--- src/hw/rtl/mrhw_pkg.sv ---
`timescale 1ns / 1ps
// Shared types, codes and helpers for the right-hand maze walker.
// Used by the walker top level and its port checker; no dependencies.
package mrhw_pkg;

  // Default side of the square wall grid.
  localparam int GRID_SIDE_DEF = 16;

  // Widths of the payload fields.
  localparam int POS_W   = 4;
  localparam int HD_W    = 2;
  localparam int STAT_W  = 3;
  localparam int OP_W    = 2;
  localparam int STEP_W  = 10;
  localparam int CFG_IDX_W = 3;
  localparam int CFG_W   = 10;
  localparam int BUS_W   = 16;

  // Operations carried in the input beat's tuser.
  localparam logic [OP_W-1:0] OP_LOAD    = 2'd0;
  localparam logic [OP_W-1:0] OP_STEP    = 2'd1;
  localparam logic [OP_W-1:0] OP_RESTART = 2'd2;

  // Result status codes.
  localparam logic [STAT_W-1:0] ST_LOADED  = 3'd0;
  localparam logic [STAT_W-1:0] ST_MOVED   = 3'd1;
  localparam logic [STAT_W-1:0] ST_EXIT    = 3'd2;
  localparam logic [STAT_W-1:0] ST_TIMEOUT = 3'd3;
  localparam logic [STAT_W-1:0] ST_DONE    = 3'd4;

  // Headings.
  localparam logic [HD_W-1:0] HD_NORTH = 2'd0;
  localparam logic [HD_W-1:0] HD_EAST  = 2'd1;
  localparam logic [HD_W-1:0] HD_SOUTH = 2'd2;
  localparam logic [HD_W-1:0] HD_WEST  = 2'd3;

  // Configuration register indexes.
  localparam logic [CFG_IDX_W-1:0] REG_START_COL     = 3'd0;
  localparam logic [CFG_IDX_W-1:0] REG_START_ROW     = 3'd1;
  localparam logic [CFG_IDX_W-1:0] REG_START_HEADING = 3'd2;
  localparam logic [CFG_IDX_W-1:0] REG_EXIT_COL      = 3'd3;
  localparam logic [CFG_IDX_W-1:0] REG_EXIT_ROW      = 3'd4;
  localparam logic [CFG_IDX_W-1:0] REG_STEP_LIMIT    = 3'd5;

  // Register reset values.
  localparam logic [POS_W-1:0]  RST_START_COL     = 4'd10;
  localparam logic [POS_W-1:0]  RST_START_ROW     = 4'd4;
  localparam logic [HD_W-1:0]   RST_START_HEADING = HD_NORTH;
  localparam logic [POS_W-1:0]  RST_EXIT_COL      = 4'd0;
  localparam logic [POS_W-1:0]  RST_EXIT_ROW      = 4'd2;
  localparam logic [STEP_W-1:0] RST_STEP_LIMIT    = 10'd100;

  // A neighbouring cell, one bit wider than a position so that stepping off
  // either edge of the 0..15 range shows up as a large value.
  typedef struct packed {
    logic [POS_W:0] row;
    logic [POS_W:0] col;
  } cell_t;

  // Row decreases going north, column increases going east.
  function automatic cell_t neighbour(input logic [POS_W-1:0] row,
                                      input logic [POS_W-1:0] col,
                                      input logic [HD_W-1:0]  hd);
    cell_t nb;
    nb.row = {1'b0, row};
    nb.col = {1'b0, col};
    unique case (hd)
      HD_NORTH: nb.row = {1'b0, row} - 5'd1;
      HD_EAST:  nb.col = {1'b0, col} + 5'd1;
      HD_SOUTH: nb.row = {1'b0, row} + 5'd1;
      HD_WEST:  nb.col = {1'b0, col} - 5'd1;
      default:  nb.row = {1'b0, row};
    endcase
    return nb;
  endfunction

endpackage

--- src/hw/rtl/mrhw_ram.sv ---
`timescale 1ns / 1ps
// Generic RAM: one write port and two read ports, read data registered.
// No dependencies.
module mrhw_ram #(
  parameter int WIDTH = 1,
  parameter int DEPTH = 256
) (
  input  logic                     clk,
  input  logic                     we,
  input  logic [$clog2(DEPTH)-1:0] waddr,
  input  logic [WIDTH-1:0]         wdata,
  input  logic [$clog2(DEPTH)-1:0] raddr_a,
  input  logic [$clog2(DEPTH)-1:0] raddr_b,
  output logic [WIDTH-1:0]         rdata_a,
  output logic [WIDTH-1:0]         rdata_b
);

  logic [WIDTH-1:0] mem [DEPTH];

  always_ff @(posedge clk) begin
    if (we) begin
      mem[waddr] <= wdata;
    end
    rdata_a <= mem[raddr_a];
    rdata_b <= mem[raddr_b];
  end

endmodule

--- src/hw/rtl/maze_right_hand_walker.sv ---
`timescale 1ns / 1ps
// Right-hand wall follower over a square grid of wall bits held in a RAM.
// Depends on mrhw_pkg and mrhw_ram.
//
//   Channel   Direction  Beat contents (lowest bit first)
//   s_*       in         tdata: cell_row, cell_col, cell_is_wall; tuser: operation
//   m_*       out        tdata: pos_col, pos_row, heading, status
//   cfg_*     in         cfg_index selects a register, cfg_data is its value
//
// Each item passes two states: the accept cycle in S_IDLE, in which the grid
// RAM is read at the cells to the right and ahead of the walker, then S_EXEC,
// in which the registered read data decide the move and the result is written.
// After reset the block clears all GRID_SIDE*GRID_SIDE cells (256 at the
// default side), one cell a cycle, and takes no input beat until done.
// A result that is not taken holds the next item in S_EXEC until the output
// register is free; configuration writes are taken at any time.
module maze_right_hand_walker #(
  parameter int GRID_SIDE = mrhw_pkg::GRID_SIDE_DEF
) (
  input  logic                                clk,
  input  logic                                rst,
  // Input beat. tdata: cell_row [3:0], cell_col [7:4], cell_is_wall [8].
  input  logic                                s_tvalid,
  output logic                                s_tready,
  input  logic [mrhw_pkg::BUS_W-1:0]          s_tdata,
  // tuser: operation [1:0].
  input  logic [mrhw_pkg::OP_W-1:0]           s_tuser,
  // Result beat. tdata: pos_col [3:0], pos_row [7:4], heading [9:8],
  // status [12:10].
  output logic                                m_tvalid,
  input  logic                                m_tready,
  output logic [mrhw_pkg::BUS_W-1:0]          m_tdata,
  // Configuration write port.
  input  logic                                cfg_we,
  input  logic [mrhw_pkg::CFG_IDX_W-1:0]      cfg_index,
  input  logic [mrhw_pkg::CFG_W-1:0]          cfg_data
);

  localparam int DEPTH  = GRID_SIDE * GRID_SIDE;
  localparam int ADDR_W = $clog2(DEPTH);
  // The position fields are four bits wide, so a grid larger than 16 is only
  // used in its top-left 16 by 16 corner.
  localparam int LIM = (GRID_SIDE < 16) ? GRID_SIDE : 16;
  localparam logic [mrhw_pkg::POS_W:0] LIM_CELL  = (mrhw_pkg::POS_W + 1)'(LIM);
  localparam logic [ADDR_W-1:0]        LAST_ADDR = ADDR_W'(DEPTH - 1);

  typedef enum logic [1:0] {
    S_CLEAR,
    S_IDLE,
    S_EXEC
  } state_t;

  function automatic logic [ADDR_W-1:0] cell_addr(input logic [mrhw_pkg::POS_W-1:0] r,
                                                  input logic [mrhw_pkg::POS_W-1:0] c);
    return ADDR_W'(r) * ADDR_W'(GRID_SIDE) + ADDR_W'(c);
  endfunction

  // Configuration registers.
  logic [mrhw_pkg::POS_W-1:0]  start_col;
  logic [mrhw_pkg::POS_W-1:0]  start_row;
  logic [mrhw_pkg::HD_W-1:0]   start_heading;
  logic [mrhw_pkg::POS_W-1:0]  exit_col;
  logic [mrhw_pkg::POS_W-1:0]  exit_row;
  logic [mrhw_pkg::STEP_W-1:0] step_limit;

  // Walker state.
  state_t                      state;
  logic [ADDR_W-1:0]           clr_addr;
  logic [mrhw_pkg::OP_W-1:0]   op;
  logic [mrhw_pkg::POS_W-1:0]  cur_col;
  logic [mrhw_pkg::POS_W-1:0]  cur_row;
  logic [mrhw_pkg::HD_W-1:0]   cur_heading;
  logic [mrhw_pkg::STEP_W-1:0] steps_taken;
  logic                        walk_done;

  logic [mrhw_pkg::POS_W-1:0]  cur_col_next;
  logic [mrhw_pkg::POS_W-1:0]  cur_row_next;
  logic [mrhw_pkg::HD_W-1:0]   cur_heading_next;
  logic [mrhw_pkg::STEP_W-1:0] steps_taken_next;
  logic                        walk_done_next;
  logic [mrhw_pkg::STAT_W-1:0] status_next;

  // Input decode.
  logic [mrhw_pkg::POS_W-1:0]  in_row;
  logic [mrhw_pkg::POS_W-1:0]  in_col;
  logic                        in_wall;
  logic                        accept;
  logic                        load_hit;

  // Neighbour lookup.
  logic [mrhw_pkg::HD_W-1:0]   hd_right;
  logic [mrhw_pkg::HD_W-1:0]   hd_left;
  mrhw_pkg::cell_t             nb_right;
  mrhw_pkg::cell_t             nb_ahead;
  logic                        right_in_grid;
  logic                        ahead_in_grid;
  logic                        right_open;
  logic                        ahead_open;
  logic [mrhw_pkg::STEP_W-1:0] steps_inc;

  // Grid RAM ports.
  logic                        ram_we;
  logic [ADDR_W-1:0]           ram_waddr;
  logic                        ram_wdata;
  logic [ADDR_W-1:0]           ram_raddr_a;
  logic [ADDR_W-1:0]           ram_raddr_b;
  logic                        ram_rdata_a;
  logic                        ram_rdata_b;

  assign in_row  = s_tdata[3:0];
  assign in_col  = s_tdata[7:4];
  assign in_wall = s_tdata[8];

  assign s_tready = (state == S_IDLE);
  assign accept   = s_tvalid && s_tready;

  // A load outside the usable grid writes nothing but still reports.
  assign load_hit = accept && (s_tuser == mrhw_pkg::OP_LOAD) &&
                    ({1'b0, in_row} < LIM_CELL) && ({1'b0, in_col} < LIM_CELL);

  // The clearing pass and loads share the single write port; they never
  // overlap because no beat is accepted while clearing.
  assign ram_we    = (state == S_CLEAR) || load_hit;
  assign ram_waddr = (state == S_CLEAR) ? clr_addr : cell_addr(in_row, in_col);
  assign ram_wdata = (state == S_CLEAR) ? 1'b0 : in_wall;

  // The read addresses follow the walker state, which stays put between the
  // accept edge and the execute cycle, so the registered read data seen in
  // S_EXEC belong to the cells around the current position.
  assign hd_right = cur_heading + 2'd1;
  assign hd_left  = cur_heading - 2'd1;
  assign nb_right = mrhw_pkg::neighbour(cur_row, cur_col, hd_right);
  assign nb_ahead = mrhw_pkg::neighbour(cur_row, cur_col, cur_heading);

  // Off-grid neighbours count as walls; both edges of the range appear as
  // values at or above the limit thanks to the extra top bit.
  assign right_in_grid = (nb_right.row < LIM_CELL) && (nb_right.col < LIM_CELL);
  assign ahead_in_grid = (nb_ahead.row < LIM_CELL) && (nb_ahead.col < LIM_CELL);

  assign ram_raddr_a = right_in_grid ?
                       cell_addr(nb_right.row[3:0], nb_right.col[3:0]) : '0;
  assign ram_raddr_b = ahead_in_grid ?
                       cell_addr(nb_ahead.row[3:0], nb_ahead.col[3:0]) : '0;

  assign right_open = right_in_grid && !ram_rdata_a;
  assign ahead_open = ahead_in_grid && !ram_rdata_b;

  // The step counter saturates at its top value.
  assign steps_inc = (steps_taken != '1) ? steps_taken + 1'b1 : steps_taken;

  mrhw_ram #(
    .WIDTH (1),
    .DEPTH (DEPTH)
  ) u_grid (
    .clk     (clk),
    .we      (ram_we),
    .waddr   (ram_waddr),
    .wdata   (ram_wdata),
    .raddr_a (ram_raddr_a),
    .raddr_b (ram_raddr_b),
    .rdata_a (ram_rdata_a),
    .rdata_b (ram_rdata_b)
  );

  // Work out the effect of the pending item.
  always_comb begin
    cur_col_next     = cur_col;
    cur_row_next     = cur_row;
    cur_heading_next = cur_heading;
    steps_taken_next = steps_taken;
    walk_done_next   = walk_done;
    status_next      = mrhw_pkg::ST_LOADED;
    unique case (op)
      mrhw_pkg::OP_STEP: begin
        if (walk_done) begin
          status_next = mrhw_pkg::ST_DONE;
        end else begin
          steps_taken_next = steps_inc;
          if (steps_inc > step_limit) begin
            status_next = mrhw_pkg::ST_TIMEOUT;
          end else begin
            priority if (right_open) begin
              cur_heading_next = hd_right;
              cur_row_next     = nb_right.row[3:0];
              cur_col_next     = nb_right.col[3:0];
            end else if (ahead_open) begin
              cur_row_next     = nb_ahead.row[3:0];
              cur_col_next     = nb_ahead.col[3:0];
            end else begin
              cur_heading_next = hd_left;
            end
            // The exit is only checked after a move or turn; a walk that begins on the
            // exit cell ends at a first turn in place, else carries on until it comes back.
            if (cur_col_next == exit_col && cur_row_next == exit_row) begin
              walk_done_next = 1'b1;
              status_next    = mrhw_pkg::ST_EXIT;
            end else begin
              status_next    = mrhw_pkg::ST_MOVED;
            end
          end
        end
      end
      mrhw_pkg::OP_RESTART: begin
        cur_col_next     = start_col;
        cur_row_next     = start_row;
        cur_heading_next = start_heading;
        steps_taken_next = '0;
        walk_done_next   = 1'b0;
      end
      default: begin
        // Loads were written at the accept edge; the unused code does nothing.
        status_next = mrhw_pkg::ST_LOADED;
      end
    endcase
  end

  // Sequencer, walker state and the output register.
  always_ff @(posedge clk) begin
    if (rst) begin
      state       <= S_CLEAR;
      clr_addr    <= '0;
      op          <= mrhw_pkg::OP_LOAD;
      cur_col     <= mrhw_pkg::RST_START_COL;
      cur_row     <= mrhw_pkg::RST_START_ROW;
      cur_heading <= mrhw_pkg::RST_START_HEADING;
      steps_taken <= '0;
      walk_done   <= 1'b0;
      m_tvalid    <= 1'b0;
    end else begin
      // In S_EXEC a taken result is replaced by the new one below.
      if (m_tvalid && m_tready && (state != S_EXEC)) begin
        m_tvalid <= 1'b0;
      end
      unique case (state)
        S_CLEAR: begin
          clr_addr <= clr_addr + 1'b1;
          if (clr_addr == LAST_ADDR) begin
            state <= S_IDLE;
          end
        end
        S_IDLE: begin
          if (s_tvalid) begin
            op    <= s_tuser;
            state <= S_EXEC;
          end
        end
        S_EXEC: begin
          if (!m_tvalid || m_tready) begin
            cur_col     <= cur_col_next;
            cur_row     <= cur_row_next;
            cur_heading <= cur_heading_next;
            steps_taken <= steps_taken_next;
            walk_done   <= walk_done_next;
            m_tvalid    <= 1'b1;
            m_tdata     <= {3'b000, status_next, cur_heading_next,
                            cur_row_next, cur_col_next};
            state       <= S_IDLE;
          end
        end
        default: begin
          state <= S_CLEAR;
        end
      endcase
    end
  end

  // Configuration registers. Start values take effect at the next restart,
  // the exit cell and the step limit at once.
  always_ff @(posedge clk) begin
    if (rst) begin
      start_col     <= mrhw_pkg::RST_START_COL;
      start_row     <= mrhw_pkg::RST_START_ROW;
      start_heading <= mrhw_pkg::RST_START_HEADING;
      exit_col      <= mrhw_pkg::RST_EXIT_COL;
      exit_row      <= mrhw_pkg::RST_EXIT_ROW;
      step_limit    <= mrhw_pkg::RST_STEP_LIMIT;
    end else if (cfg_we) begin
      unique case (cfg_index)
        mrhw_pkg::REG_START_COL:     start_col     <= cfg_data[3:0];
        mrhw_pkg::REG_START_ROW:     start_row     <= cfg_data[3:0];
        mrhw_pkg::REG_START_HEADING: start_heading <= cfg_data[1:0];
        mrhw_pkg::REG_EXIT_COL:      exit_col      <= cfg_data[3:0];
        mrhw_pkg::REG_EXIT_ROW:      exit_row      <= cfg_data[3:0];
        mrhw_pkg::REG_STEP_LIMIT:    step_limit    <= cfg_data;
        default: begin
          step_limit <= step_limit;
        end
      endcase
    end
  end

endmodule

--- config.mk ---
export PLATFORM = sky130hd
export DESIGN_NAME = maze_right_hand_walker
export DESIGN_NICKNAME = d
export VERILOG_FILES = /design/src/hw/rtl/mrhw_pkg.sv /design/src/hw/rtl/mrhw_ram.sv /design/src/hw/rtl/maze_right_hand_walker.sv
export SDC_FILE = /design/constraint.sdc
export NUM_CORES = 1
export LEC_CHECK = 0
export BUFFER_PORTS_ARGS = -buffer_cell sky130_fd_sc_hd__buf_2
export CORE_MARGIN = 1.5
export CORE_UTILIZATION = 57
export DETAILED_ROUTE_END_ITERATION = 10
export PLACE_DENSITY = 0.77
export SYNTH_ARGS = -nofsm -noshare
export SYNTH_HDL_FRONTEND = slang
export SYNTH_SLANG_ARGS = --single-unit
--- constraint.sdc ---
create_clock -name clk -period 5.4 [get_ports clk]
set_input_delay 0.27 -clock clk [delete_from_list [all_inputs] [get_ports clk]]
set_output_delay 0.27 -clock clk [all_outputs]
set_load 0.02 [all_outputs]
Yosys cells after proc, flatten, opt, wreduce, memory -nomap -nowiden:

Memory sizes are Yosys's and may differ from the RTL's. A register that Yosys moved wholly into a read port is not among the register bits.
Index checks and enable logic that the tools add are counted.
Widths: inputs -> output; s select.

* memories kept: 1
* output and inout port bits: 18
* flip-flop bits (word level): 75
* bits in writable memories: 256

Memories
* u_grid.mem: words 256, width 1, rd ports 2, clocked after Yosys merged registers in 2, write ports 1, RTL line mrhw_ram.sv:18 `logic [WIDTH-1:0] mem [DEPTH];`

* bitwise gates (word level): 2
* magnitude comparators: 5
* $add $sub $neg: 11
* mux-type cells: 48
* reduce and logical (&&, ||, !) cells: 33
* equal/unequal tests: 24

Operators by type and width (count)
* $mux 4: 14
* $pmux 5 s2: 4
* $add 8x4->8: 3
* $mux 8: 3
* $lt 5x5->1 const B: 4
* $mux 10: 2
* $pmux 10 s2: 1
* $mux 2: 9
* $pmux 4 s2: 2
* $reduce_and 2->1: 8
* $eq 2x2->1 const B: 6
* $add 10x1->10 const B: 1
* $add 4x1->5 const B: 2
* $gt 10x10->1: 1
* $ne 10x10->1 const B: 1
* $sub 4x1->5 const B: 2
* $logic_and 1x1->1: 9
* $mux 1: 9
* $reduce_and 3->1: 3
* $add 8x1->8 const B: 1
* $eq 2x1->1 const B: 4
* $eq 4x4->1: 2
* $eq 8x8->1 const B: 1
* $logic_not 2->1: 4
* other kinds (18): 27

Depth between registers and ports, before layout:

* depth after elaboration: 16
* mapped depth: 16
* gate-level depth less buffers: 15

By module:

From an unflattened synthesis, not the netlist that was laid out.

* cells, all modules: 1577
* area total of the unflattened synthesis: 18341.3 µm²

Modules (own cells, without submodules)
* mrhw_ram: cells an instance 993, area an instance 13334.0 µm², instances 1
* maze_right_hand_walker: cells an instance 584, area an instance 5007.3 µm², instances 1

Least setup slack after synthesis:

Ideal clock, no wire load.

* path type: register to register
* start point: register state[0]
* end point: memory u_grid.mem[0], data pin
* setup slack: 195 ps
* setup time: 866 ps
* cell stages (with the launch flop): 5
* data arrival time: 4339 ps
* path buffers: 2
* data required time: 4534 ps
* path through: dfxtp_1 -> or2_2 -> clkbuf_1 -> clkbuf_1 -> and2_1

* cells in the longest elaborated chain, start to end: 2

RTL lines
* from (decl): RTL line maze_right_hand_walker.sv:67 `state_t state;`
* from (signal assigned): RTL line maze_right_hand_walker.sv:220 `state <= S_CLEAR;`
* from (signal assigned): RTL line maze_right_hand_walker.sv:238 `state <= S_IDLE;`
* from (signal assigned): RTL line maze_right_hand_walker.sv:244 `state <= S_EXEC;`
* $logic_not 2->1: RTL line maze_right_hand_walker.sv:125 `assign ram_wdata = (state == S_CLEAR) ? 1'b0 : in_wall;`
* $mux 1: RTL line maze_right_hand_walker.sv:125
* net ram_wdata: RTL line maze_right_hand_walker.sv:104 `logic ram_wdata;`
* to (decl): RTL line mrhw_ram.sv:18

The timed path passes the listed nets, and every way through them passes these cells.

Final worst setup path:

* start point: register cur_col[0] (netlist name)
* end point: register u_grid.rdata_a (read register of u_grid.mem)

* cells in the longest elaborated chain, start to end: 5

RTL lines
* from (decl): RTL line maze_right_hand_walker.sv:70 `logic [mrhw_pkg::POS_W-1:0] cur_col;`
* from (signal assigned): RTL line maze_right_hand_walker.sv:223 `cur_col <= mrhw_pkg::RST_START_COL;`
* from (signal assigned): RTL line maze_right_hand_walker.sv:249 `cur_col <= cur_col_next;`
* $sub 4x1->5 or $add 4x1->5 (tied branches): RTL line mrhw_pkg.sv:71, mrhw_pkg.sv:69
* $pmux 5 s2 (*): RTL line mrhw_pkg.sv:67 `unique case (hd)`
* branches (longest 2 deep; another with $add 8x4->8)
* $mux 8 (*): RTL line maze_right_hand_walker.sv:140 `assign ram_raddr_a = right_in_grid ?`
* to (decl): RTL line mrhw_ram.sv:14 `output logic [WIDTH-1:0] rdata_a,`

Mark *: on every way between the ends.
A chain may end at the register's enable or synchronous reset.

==> metrics.md <==
| Metric | Value |
|---|---|
| FP Rows | 66 |
| PwrDens | 267 mW/mm² |
| Register area share after synthesis | 0.495 |
| Fin nets | 2093 |
| CORE AREA | 0.0326 mm² |
| Share of cells above drive strength 1 | 0.0932 |
| Place WS | 1.02 ns |
| Ys Warns | 0 |
| Clock sinks | 333 |
| Die Height | 185 µm |
| Vias in the first global route | 16200 |
| Cell area after synthesis | 0.0189 mm² |
| Sum of negative setup slack | 0 ns |
| Area Growth Syn to Fin | 10.4% |
| Layout Utilization | 0.640 |
| Setup crit end kind | register |
| Clock Tree Root | clkbuf_16 |
| GP Congestion | 1.01 |
| First-pass GRT wire length | 96.4 mm |
| Antenna viol nets, final | 0 |
| IO Count | 54 |
| Worst Path Required | 5.86 ns |
| Initial core utilization | 0.579 |
| R2R Path Start | cur_col[0] |
| Post-synth ARST share | 0 |
| Worst slew pin tran | 1.31 ns |
| Die span in x | 185 µm |
| Final wirelength | 64.6 mm |
| Clock Path Buffers | 3 |
| Top_reg_cell synth | edfxtp_1 |
| CP max FO | 11 |
| Final Hold Fails | 0 |
| Post-Syn Area per Cell | 9.27 µm² |
| Die area | 0.0343 mm² |
| Initial DRC Count | 3208 |
| Max-slew violations | 0 |
| Worst r2r path cells | 11 |
| ANT cells | 0 |
| Setup violations, final | 0 |
| Cells after synthesis | 2038 |
| Post-CTS setup buffer count | 0 |
| Clk pin slew, worst setup/hold paths | 0.06 ns |
| Min Clock Period, post-route | 4.57 ns |
| Worst Setup Start Kind | register |
| Initial antenna violation count | 1 |
| Final Cycle Share | 0.846 |
| Synth cell types | 89 |
| Status | completed |
| Cells on Worst Hold Path | 4 |
| Seq cells post-synth | 333 |
| CP Data Arrival Time | 5.04 ns |
| Largest net degree at the start of global routing | 138 |
| Setup ws final | 0.829 ns |
| RSZ-0062 raised after global routing | false |
| Grt ovf | 0 |
| Cts bufs inserted | 38 |
| Min-delay src | m_tready |
| H-tree depth | 2 |
| Initial DRT Pass Iterations | 7 |
| CP Class | register to register |
| Worst Hold Class | primary input to register |
| Vias | 17600 |
| Post-synth EDFFs | 269 |
| DRC violations left | 0 |
| Leak | 7.29 nW |
| Hpwl dp | 39.8 mm |
| CTS tree | built |
| Clock skew | 0.0239 ns |
| VDD IR-drop max | 330 µV |
| Slew HR | 0.123 |
| R2r setup slk | 0.83 ns |
| Max-cap violation count | 0 |
| Total GRT Usage | 0.379 |
| Fillers | 2672 |
| Routed wire per std cell | 25.8 µm |
| Maximum clock rate | 0.219 GHz |
| I/O Buffers | 43 |
| Hold Path End | state[1] |
| Clk Latency, worst-skew pair | 0.57 ns |
| Via-to-Cell Ratio | 7.02 |
| FF-to-FF End | u_grid.rdata_a |
state kept, by name, summed over array words and instances, names as in the netlist:
signal	flops
u_grid.mem	256
m_tdata	13
step_limit	10
steps_taken	10
clr_addr	8
cur_col	4
cur_row	4
exit_col	4
exit_row	4
start_col	4
start_row	4
cur_heading	2
op	2
start_heading	2
state	2
m_tvalid	1
u_grid.rdata_a	1
u_grid.rdata_b	1
walk_done	1
report_power, final:
| group | switching (W) | internal, W | leakage [nW] | total (W) |
|---|---|---|---|---|
| Sequential | 0.00000768 | 0.00274 | 3.43 | 0.00275 |
| Clock | 0.00108 | 0.00163 | 0.635 | 0.00272 |
| Combinational | 0.0000750 | 0.0000286 | 3.22 | 0.000104 |
| Total | 0.00117 | 0.00440 | 7.29 | 0.00557 |
layout by cell type, fill, tap and decap left out, types with 15 or more instances in the layout:
cell type,instances
nor2_1,358
nand2_1,339
edfxtp_1,269
a21oi_1,97
nand3_1,89
mux2i_1,85
o21ai_0,67
dfxtp_1,64
buf_2,43
buf_4,40
clkbuf_16,39
nor3_1,35
o221ai_1,34
nand4_1,26
ha_1,26
inv_1,25
a31oi_1,24
o211ai_1,17
nor2b_1,16
nand3b_1,15
final cells by class:
| cell class | count | area, µm² | area share |
|---|---|---|---|
| tap | 442 | 553 | 0.0265 |
| clock buffer | 47 | 1020 | 0.0487 |
| sequential | 333 | 9360 | 0.448 |
| timing repair buffer | 95 | 686 | 0.0328 |
| inverter | 25 | 93.8 | 0.00450 |
| multi-input combinational | 1538 | 8890 | 0.426 |
| clock inverter | 23 | 278 | 0.0133 |
layer usage:
| layer | global-route usage | up-vias | share of wire |
|---|---|---|---|
| met5 | 0 | - | 0.00068 |
| met2 | 0.569 | 1456 | 0.43 |
| li1 | - | 7453 | - |
| met1 | 0.482 | 8256 | 0.35 |
| met4 | 0.239 | 2 | 0.076 |
| met3 | 0.109 | 393 | 0.14 |
worst max path at each step:
stage / startpoint / endpoint / slack [ns]
2_1_floorplan: state[0] / u_grid.mem[0] / 0.19
3_3_place_gp: cur_col[0] / u_grid.rdata_a / 1.09
3_5_place_dp: cur_col[0] / u_grid.rdata_a / 1.02
4_1_cts: cur_col[0] / u_grid.rdata_a / 0.94
5_1_grt: steps_taken[0] / m_tdata[8] / 0.57
6_report: cur_col[0] / u_grid.rdata_a / 0.83
worst max-delay path, cell delays in order, from the launching register on:
cell,delay (ns)
dfxtp_1,0.71
inv_1,0.15
ha_1,0.38
and2_1,0.18
o21ai_2,0.63
nor2_1,0.30
nor2_1,0.65
o21ai_0,0.23
nor4_1,0.48
o22a_1,0.33
o211ai_1,0.18
a32o_1,0.27
kinds of logic (layout without fill, tap and decap cells):
kind of cell    after synthesis  in the layout  synth area share
buf+inv                     169            190            0.0385
simple gates                965            965             0.226
compound gates              424            424             0.158
xor+xnor                     27             27            0.0125
mux                          93             93            0.0528
flops                       333            333             0.495
fa+ha+maj                    26             26            0.0172
other cells                   1              3          0.000198
timing repair:
| action | 4_1_cts | 5_1_grt |
|---|---|---|
| endpoints found under the setup margin | 0 | 0 |
| hold buffers | 6 | 1 |
| resized for setup | 0 | 0 |
| endpoints found under the hold margin | 6 | 1 |
Yosys cell counts, types with 7 or more instances:
library cell  instances  area (µm²)
a22oi_1              11        82.6
o221ai_1             34         298
buf_2                47         235
clkbuf_1             83         312
nand3b_1             15         113
nand4_1              26         163
and3_1               14        87.6
a21oi_1              97         485
a211o_1               9        78.8
nor2_1              358        1340
a31oi_1              24         150
buf_4                 7        52.6
nor2b_1              16         100
edfxtp_1            269        8080
a2bb2oi_1            11        96.3
xnor2_1              14         123
o31ai_1              11        82.6
nand2_1             339        1270
xor2_1               13         114
or3_1                14        87.6
o22ai_1              12        75.1
ha_1                 26         325
mux2i_1              85         851
o211ai_1             17         128
inv_1                25        93.8
a211oi_1              9        67.6
nand2b_1             14        87.6
o32ai_1               9        78.8
a221oi_1             11        96.3
nor3_1               35         175
nand3_1              89         445
o21ai_0              69         345
a311oi_1             13         114
dfxtp_1              64        1280
o311ai_0             12         105
a2111oi_0             7        61.3
nor4_1                9        56.3
and2_1                8        50.1
stage by stage:
stage / power (W) / instances / instance area, µm² / hold slack [ns]
2_1_floorplan: 0.00286 / 2040 / 18900 / 0.388
3_5_place_dp: 0.00290 / 2426 / 19500 / 0.450
6_report: 0.00557 / 2503 / 20900 / 0.0101
3_3_place_gp: 0.00290 / 2426 / 19500 / 0.445
4_1_cts: 0.00556 / 2502 / 20900 / 0.00116
5_1_grt: 0.00567 / 2503 / 20900 / 0.0137
(Power assumes the default switching activity.)
